### src/sv/csvft_pkg.sv
// Package for the CSV field tokenizer: shared types, register indexes and reset values.
// Used by csvft_cfg, csvft_step and csv_field_tokenizer_unit; depends on nothing.
package csvft_pkg;

  localparam int unsigned ByteW     = 8;
  localparam int unsigned FieldIdxW = 4;
  localparam int unsigned FprW      = 5;
  localparam int unsigned CfgIdxW   = 2;

  // Reset values of the configuration registers.
  localparam logic [ByteW-1:0] SeparatorReset = 8'd44;  // comma
  localparam logic [ByteW-1:0] QuoteReset     = 8'd34;  // double quote
  localparam logic [FprW-1:0]  FprReset       = 5'd9;

  // Largest field count that the index can express.
  localparam logic [FprW-1:0]  FprMax         = 5'd16;

  typedef enum logic [CfgIdxW-1:0] {
    CFG_SEPARATOR = 2'd0,
    CFG_QUOTE     = 2'd1,
    CFG_FIELDS    = 2'd2
  } csvft_cfg_idx_e;

  typedef enum logic [1:0] {
    MODE_PLAIN  = 2'd0,
    MODE_QUOTED = 2'd1,
    MODE_HELD   = 2'd2
  } csvft_mode_e;

  typedef enum logic {
    KIND_DATA = 1'b0,
    KIND_END  = 1'b1
  } csvft_kind_e;

  // Active configuration as seen by the decision logic.
  typedef struct packed {
    logic [ByteW-1:0]     separator;
    logic [ByteW-1:0]     quote;
    logic [FieldIdxW-1:0] last_index;  // index of the final field in a record
  } csvft_cfg_t;

  // One result transaction.
  typedef struct packed {
    csvft_kind_e          kind;
    logic [ByteW-1:0]     data;
    logic [FieldIdxW-1:0] index;
    logic                 rec_end;
  } csvft_result_t;

  // Tokenizer state carried from one byte to the next.
  typedef struct packed {
    csvft_mode_e          mode;
    logic [FieldIdxW-1:0] field_cnt;
  } csvft_state_t;

endpackage

### src/sv/csvft_cfg.sv
// Configuration registers of the CSV field tokenizer.
// Depends on csvft_pkg; presents the active settings as a csvft_cfg_t.
module csvft_cfg (
  input  logic                             clk_i,
  input  logic                             rst_ni,
  input  logic                             cfg_we_i,
  input  logic [csvft_pkg::CfgIdxW-1:0]    cfg_index_i,
  input  logic [csvft_pkg::ByteW-1:0]      cfg_data_i,
  output csvft_pkg::csvft_cfg_t            cfg_o
);

  logic [csvft_pkg::ByteW-1:0] sep_q, sep_d;
  logic [csvft_pkg::ByteW-1:0] quote_q, quote_d;
  logic [csvft_pkg::FprW-1:0]  fpr_q, fpr_d;
  logic [csvft_pkg::FieldIdxW-1:0] last_index;

  always_comb begin
    sep_d   = sep_q;
    quote_d = quote_q;
    fpr_d   = fpr_q;
    if (cfg_we_i) begin
      case (csvft_pkg::csvft_cfg_idx_e'(cfg_index_i))
        csvft_pkg::CFG_SEPARATOR: sep_d   = cfg_data_i;
        csvft_pkg::CFG_QUOTE:     quote_d = cfg_data_i;
        csvft_pkg::CFG_FIELDS:    fpr_d   = cfg_data_i[csvft_pkg::FprW-1:0];
        default: ;
      endcase
    end
  end

  always_ff @(posedge clk_i or negedge rst_ni) begin
    if (!rst_ni) begin
      sep_q   <= csvft_pkg::SeparatorReset;
      quote_q <= csvft_pkg::QuoteReset;
      fpr_q   <= csvft_pkg::FprReset;
    end else begin
      sep_q   <= sep_d;
      quote_q <= quote_d;
      fpr_q   <= fpr_d;
    end
  end

  // A count of zero behaves as one field, and counts above the maximum are clamped.
  always_comb begin
    if (fpr_q == '0) begin
      last_index = '0;
    end else if (fpr_q >= csvft_pkg::FprMax) begin
      last_index = '1;
    end else begin
      last_index = fpr_q[csvft_pkg::FieldIdxW-1:0] - 1'b1;
    end
  end

  assign cfg_o = '{separator: sep_q, quote: quote_q, last_index: last_index};

endmodule

### src/sv/csvft_step.sv
// Per-byte decision logic of the CSV field tokenizer: next state and optional result.
// Depends on csvft_pkg; purely combinational.
module csvft_step (
  input  csvft_pkg::csvft_cfg_t          cfg_i,
  input  csvft_pkg::csvft_state_t        state_i,
  input  logic [csvft_pkg::ByteW-1:0]    byte_i,
  output csvft_pkg::csvft_state_t        state_o,
  output logic                           has_result_o,
  output csvft_pkg::csvft_result_t       result_o
);

  logic is_quote;
  logic is_sep;
  logic emit_end;
  logic last_field;
  csvft_pkg::csvft_mode_e          next_mode;
  logic [csvft_pkg::FieldIdxW-1:0] next_cnt;

  assign is_quote   = (byte_i == cfg_i.quote);
  assign is_sep     = (byte_i == cfg_i.separator);
  assign last_field = (state_i.field_cnt >= cfg_i.last_index);

  // Next quote mode, and whether a result is produced and of which kind.
  always_comb begin
    next_mode    = csvft_pkg::MODE_PLAIN;
    has_result_o = 1'b1;
    emit_end     = 1'b0;
    case (state_i.mode)
      csvft_pkg::MODE_QUOTED: begin
        if (is_quote) begin
          next_mode    = csvft_pkg::MODE_HELD;
          has_result_o = 1'b0;
        end else begin
          next_mode = csvft_pkg::MODE_QUOTED;
        end
      end
      csvft_pkg::MODE_HELD: begin
        // Doubled quote gives a literal quote; otherwise quoted text has closed.
        if (is_quote) begin
          next_mode = csvft_pkg::MODE_QUOTED;
        end else begin
          emit_end = is_sep;
        end
      end
      default: begin
        if (is_quote) begin
          next_mode    = csvft_pkg::MODE_QUOTED;
          has_result_o = 1'b0;
        end else begin
          emit_end = is_sep;
        end
      end
    endcase
  end

  // Result fields and field counter update.
  always_comb begin
    result_o.index = state_i.field_cnt;
    next_cnt       = state_i.field_cnt;
    if (emit_end) begin
      result_o.kind    = csvft_pkg::KIND_END;
      result_o.data    = '0;
      result_o.rec_end = last_field;
      next_cnt         = last_field ? '0 : state_i.field_cnt + 1'b1;
    end else begin
      result_o.kind    = csvft_pkg::KIND_DATA;
      result_o.data    = byte_i;
      result_o.rec_end = 1'b0;
    end
  end

  assign state_o = '{mode: next_mode, field_cnt: next_cnt};

endmodule

### src/sv/csv_field_tokenizer_unit.sv
// Top level of the CSV field tokenizer: input register, decision step, result register.
// Depends on csvft_pkg, csvft_cfg and csvft_step.
//
//  channel  | direction | handshake             | payload
//  ---------+-----------+-----------------------+--------------------------------------
//  in       | input     | in_valid_i/in_stall_o | in_byte_i
//  out      | output    | out_valid_o/out_stall_i | out_kind_o, out_byte_o,
//           |           |                       | field_index_o, record_end_o
//  cfg      | input     | cfg_we_i              | cfg_index_i, cfg_data_i
//
// A byte is loaded into the input register when it is accepted, and passes through the
// decision step into the result register when it advances; its result is offered there.
// One byte is accepted every cycle while the output is not stalled; the combinational
// decision step sets that rate.
// Reset clears both valid flags, puts the tokenizer in unquoted mode at field zero
// and loads the default separator, quote and field count.
// A stall on the output holds the result register; the input register still drains
// bytes that produce no result (opening and held quotes) while the output is stalled.
module csv_field_tokenizer_unit (
  input  logic                                 clk_i,
  input  logic                                 rst_ni,
  // Configuration write port.
  input  logic                                 cfg_we_i,
  input  logic [csvft_pkg::CfgIdxW-1:0]        cfg_index_i,
  input  logic [csvft_pkg::ByteW-1:0]          cfg_data_i,
  // Input byte stream.
  input  logic                                 in_valid_i,
  output logic                                 in_stall_o,
  input  logic [csvft_pkg::ByteW-1:0]          in_byte_i,
  // Result stream.
  output logic                                 out_valid_o,
  input  logic                                 out_stall_i,
  output logic                                 out_kind_o,
  output logic [csvft_pkg::ByteW-1:0]          out_byte_o,
  output logic [csvft_pkg::FieldIdxW-1:0]      field_index_o,
  output logic                                 record_end_o
);

  csvft_pkg::csvft_cfg_t    cfg;
  csvft_pkg::csvft_state_t  state_q, state_d, step_state;
  csvft_pkg::csvft_result_t step_result;
  csvft_pkg::csvft_result_t res_q, res_d;
  logic                     step_has_result;

  logic                          in_valid_q, in_valid_d;
  logic [csvft_pkg::ByteW-1:0]   in_byte_q, in_byte_d;
  logic                          out_valid_q, out_valid_d;
  logic                          in_take;
  logic                          advance;

  csvft_cfg u_cfg (
    .clk_i       (clk_i),
    .rst_ni      (rst_ni),
    .cfg_we_i    (cfg_we_i),
    .cfg_index_i (cfg_index_i),
    .cfg_data_i  (cfg_data_i),
    .cfg_o       (cfg)
  );

  csvft_step u_step (
    .cfg_i        (cfg),
    .state_i      (state_q),
    .byte_i       (in_byte_q),
    .state_o      (step_state),
    .has_result_o (step_has_result),
    .result_o     (step_result)
  );

  // The held byte moves on when its result has somewhere to go: the result register
  // is empty, is being taken this cycle, or the byte produces no result at all.
  assign advance    = in_valid_q && (!out_valid_q || !out_stall_i || !step_has_result);
  assign in_stall_o = in_valid_q && !advance;
  assign in_take    = in_valid_i && !in_stall_o;

  always_comb begin
    in_valid_d = in_valid_q;
    in_byte_d  = in_byte_q;
    if (in_take) begin
      in_valid_d = 1'b1;
      in_byte_d  = in_byte_i;
    end else if (advance) begin
      in_valid_d = 1'b0;
    end
  end

  // Tokenizer state changes only as a byte passes through the decision step.
  always_comb begin
    state_d = state_q;
    if (advance) begin
      state_d = step_state;
    end
  end

  always_comb begin
    out_valid_d = out_valid_q;
    res_d       = res_q;
    if (advance && step_has_result) begin
      out_valid_d = 1'b1;
      res_d       = step_result;
    end else if (!out_stall_i) begin
      out_valid_d = 1'b0;
    end
  end

  always_ff @(posedge clk_i or negedge rst_ni) begin
    if (!rst_ni) begin
      in_valid_q        <= 1'b0;
      out_valid_q       <= 1'b0;
      state_q.mode      <= csvft_pkg::MODE_PLAIN;
      state_q.field_cnt <= '0;
    end else begin
      in_valid_q  <= in_valid_d;
      out_valid_q <= out_valid_d;
      state_q     <= state_d;
    end
  end

  // Payload registers carry no reset.
  always_ff @(posedge clk_i) begin
    in_byte_q <= in_byte_d;
    res_q     <= res_d;
  end

  assign out_valid_o   = out_valid_q;
  assign out_kind_o    = res_q.kind;
  assign out_byte_o    = res_q.data;
  assign field_index_o = res_q.index;
  assign record_end_o  = res_q.rec_end;

  // A field end never carries a data byte.
  a_end_zero_byte : assert property (@(posedge clk_i) disable iff (!rst_ni)
    out_valid_q && (res_q.kind == csvft_pkg::KIND_END) |-> (res_q.data == '0))
    else $error("field end carries a non-zero byte");

  // Record end is only ever flagged on a field end.
  a_rec_end_kind : assert property (@(posedge clk_i) disable iff (!rst_ni)
    out_valid_q && res_q.rec_end |-> (res_q.kind == csvft_pkg::KIND_END))
    else $error("record end flagged on a data byte");

  // Closing a record returns the field counter to zero.
  a_rec_wrap : assert property (@(posedge clk_i) disable iff (!rst_ni)
    advance && step_has_result && step_result.rec_end |=> (state_q.field_cnt == '0))
    else $error("field counter did not wrap at record end");

  // A stalled result is neither dropped nor overwritten.
  a_hold_result : assert property (@(posedge clk_i) disable iff (!rst_ni)
    out_valid_q && out_stall_i |=> out_valid_q && $stable(res_q))
    else $error("stalled result was lost or changed");

endmodule

### config.mk
export PLATFORM = sky130hd
export DESIGN_NAME = csv_field_tokenizer_unit
export DESIGN_NICKNAME = d
export VERILOG_FILES = /design/src/sv/csvft_pkg.sv /design/src/sv/csvft_cfg.sv /design/src/sv/csvft_step.sv /design/src/sv/csv_field_tokenizer_unit.sv
export SDC_FILE = /design/constraint.sdc
export NUM_CORES = 1
export LEC_CHECK = 0
export BUFFER_PORTS_ARGS = -buffer_cell sky130_fd_sc_hd__buf_2
export CAP_MARGIN = 20
export CORE_UTILIZATION = 45
export CTS_CLUSTER_DIAMETER = 60
export DETAILED_ROUTE_END_ITERATION = 6
export PLACE_DENSITY = 0.64
export SETUP_SLACK_MARGIN = 0.05
export SLEW_MARGIN = 10
export SYNTH_ARGS = -nofsm -noshare
export SYNTH_HDL_FRONTEND = slang
export SYNTH_HIERARCHICAL = 1
export SYNTH_SLANG_ARGS = --single-unit
### constraint.sdc
create_clock -name clk_i -period 3.3 [get_ports clk_i]
set_clock_uncertainty 0.1 [all_clocks]
set_input_delay 0.66 -clock clk_i [delete_from_list [all_inputs] [get_ports clk_i]]
set_output_delay 0.66 -clock clk_i [all_outputs]
set_load 0.03 [all_outputs]
==> results summary <==
The initial antenna violation count is 0. The effective utilization at floorplan came out at 46.8%. The library cell used most frequently in the layout, excluding fill and tap cells, is buf_2. The post-CTS setup buffer count came out at 0. The worst register-to-register path ends at state_q[2]. The tightest min-delay check is of the in2async type.

Across every metal layer, demand over resource in global routing totals 15.1%. The unique cell type count in the Yosys netlist came out at 41. The post-layout minimum cycle time came out at 2.85 ns. The worst setup path is captured at a flip-flop. The worst-case setup slack after placement came out at 0.481 ns.

For the worst flop-to-flop path, the logic depth is 12. The global-route layer with the greatest usage is met2. The most used flip-flop cell after synthesis is edfxtp_1.

The setup path with the least slack is of type reg2reg. The final-report setup violation count is 0. The final RePlAce weighted congestion came out at 0.735. In the routed design, unresolved DRC markers number 0. The repair_antennas step left the layout with diodes totalling 0. In the final layout, the share of cells above drive strength 1 is 39.2%. The share of the Yosys chip area taken by registers is 53.8%.

The number of levels in the clock H-tree is 2. The average wire per standard cell is 13.7 um. In the final layout, flip-flops and latches occupy 1400 um2.

The post-synthesis to final-layout area growth is 12.3%. The final-report max-slew violation count is 0. The maximum fanout along the worst path came out at 7. The arrival time at the worst endpoint is 2.93 ns.

The mapped cell area is 2590 um2. STA classifies the critical path startpoint as a flip-flop. The die covers 6070 um2. The placeable core region came out at 5540 um2. After synthesis, the cell types taking the most area are edfxtp_1, dfrtp_1, mux2_2, dfstp_2, ha_1. The count of buffers added on input and output ports is 38. The overflow left after global routing came out at 0. The maximum clock frequency is 351 MHz. The number of iterations in the first detailed-routing pass came out at 4. The summed negative setup slack over all endpoints is 0 ns. The transition at the pin with the smallest max-transition slack is 0.639 ns. The post-route fraction of the period consumed by the critical path came out at 86.2%. The number of synthesis warnings is 6.

The total number of vias is 1550. For this design, the CTS-stage hold fixing added 0 buffers. The count of endpoints failing hold in the final timing report is 0.

The overall routed net length is 4.25 mm. For met2 alone, demand over resource in global routing was 24.2%. TritonCTS built the clock tree. The average via count per standard cell came out at 5.02.

The required arrival time at the worst endpoint is 3.38 ns. Setup repair after global routing left no endpoint under its margin. The clock buffer count from CTS came out at 5.

The number of sinks handled by clock tree synthesis is 51. The largest net degree at the start of global routing came out at 30. The floorplan has 27 rows.

The global routing met3 resource utilization is 2.47%. The share of the synthesized area in the top cell type is 25.5%. The share of flip-flops with an asynchronous set or reset came out at 56.9%.

The fill cell instance count of the final layout came out at 511. The biggest area contributor in the post-synthesis netlist is edfxtp_1. Counting every instance in the synthesized netlist gives 200. Synthesis produced a netlist with a net count of 231. The root buffer cell chosen for the clock tree is clkbuf_8. After synthesis the netlist holds a flip-flop and latch count of 51. The via count of the first global-routing pass is 1465. 39 I/O pins were placed. The total of max-cap violations came out at 0. The CTS clock-pin slew for the worst setup and hold paths is 0.09 ns. Headroom to the max-slew limit came out at 57.4%. A synthesized cell averages 13.0 um2. The flow ran to the end, and the final reports show no timing, DRC or antenna violations. In the layout the commonest cells are buf_2, edfxtp_1, dfrtp_1. The worst-case clock buffer depth came out at 2. The source-to-sink clock delay at the later pin of the worst-skew pair came out at 0.30 ns. The first-pass GRT wire length came out at 6.97 mm.

Gates resized during post-CTS repair numbered 0. In this run the worst setup path begins at u_cfg/fpr_q[0]. The horizontal die dimension is 77.9 um.

The area taken by multi-input logic gates came out at 1070 um2. Measured along the y axis, the die boundary spans 77.9 um. Dividing total power by cell area gives a power density of 635 nW/um2. Once detailed placement completed, the half-perimeter wirelength came to 3.27 mm. The number of synthesized flops with an enable pin came out at 22.

The detail route stage leaves a number of antenna-violating nets equal to 0. The routing usage on met1 is 20.6%. The total leakage power came out at 1.24 nW. Once routing completed, OpenROAD measured the worst setup slack at 0.455 ns. The launching point of the worst reg2reg path is u_cfg/fpr_q[0]. The flop-to-flop setup slack came out at 0.45 ns. The worst supply voltage drop on vdd is 301 uV.

After the last flow step, the layout net total stands at 267. The first routing iteration left 84 violations.
## critical path, cell delays in order (launching register included)
cell      delay (ns)
dfstp_2         0.57
inv_1           0.06
ha_1            0.22
nor3b_1         0.15
o21bai_1        0.13
inv_1           0.06
ha_1            0.26
o21ai_0         0.11
a211oi_2        0.48
nor3b_1         0.11
a211o_2         0.32
nand2_1         0.08
o211ai_2        0.09
## power breakdown
part           total, mW  switching (mW)  internal, mW  leakage, nW
registers          0.917           0.122         0.795        0.547
logic              0.508           0.274         0.234        0.634
clock network      0.426           0.200         0.226       0.0562
## layout make-up
class / instances / area share [%]
tap: 72 / 3.09
clock buffer: 5 / 2.36
timing repair buffer: 40 / 7.04
sequential: 51 / 47.9
inverter: 11 / 1.42
clock inverter: 3 / 1.46
multi-input combinational: 127 / 36.8
## how the worst max path moves through the flow
| stage | end | slack (ns) | depth (start not counted) |
|---|---|---|---|
| finish | state_q[2] | 0.45 | 12 |
| global route | state_q[2] | 0.29 | 12 |
| CTS | state_q[2] | 0.46 | 12 |
| detailed placement | state_q[2] | 0.48 | 12 |
| global placement | state_q[2] | 0.56 | 12 |
| floorplan | state_q[2] | 0.69 | 12 |
## metrics by stage
stage	std cells	cell area, um2	utilization, %	power, mW	hold slack, ns
4_1_cts	309	2920	52.6	1.87	0.299
5_1_grt	309	2920	52.6	1.96	0.329
2_1_floorplan	200	2590	-	1.34	0.264
3_5_place_dp	301	2800	50.6	1.44	0.417
6_report	309	2920	52.6	1.85	0.276
3_3_place_gp	300	2800	50.5	1.42	0.410
## registers in the layout (all words and copies together), names as in the netlist
register	flops
out_valid_o	1
out_byte_o	8
in_byte_q	8
in_valid_q	1
u_cfg/quote_q	8
state_q	6
out_kind_o	1
u_cfg/sep_q	8
u_cfg/fpr_q	5
field_index_o	4
record_end_o	1
## synth_stat cells, types with 2 or more instances
cell      count
a211o_1       3
and2_1        7
and2_2        2
buf_2         2
buf_4         5
buf_6         3
dfrtp_1      22
dfstp_2       7
edfxtp_1     22
ha_1          8
inv_1        11
mux2_2       21
nand2_1      12
nand2b_1      8
nand4_1       9
nor2_1        5
nor2b_1       3
nor3_1        4
nor3b_1       2
o211ai_2      6
o21ai_0       2
o21bai_1      2
o31ai_1       2
xnor2_1       8
xor2_1        8
## metal layers
layer | up-vias | share of wire (%)
li1 | 781 | -
met1 | 726 | 49
met2 | 36 | 46
met3 | 7 | 3.1
met4 | 0 | 1.6
met5 | - | 0
## cell families after synthesis
logic type | Yosys count | synth area share [%]
AOI/OAI and AO/OA | 20 | 7.42
xor gates and xnor gates | 16 | 5.40
adders and majority gates | 8 | 3.86
buffers and inverters | 22 | 4.92
DFF | 51 | 53.8
muxes | 21 | 9.11
and+or+nand+nor | 62 | 15.5
(Power assumes the default switching activity.)
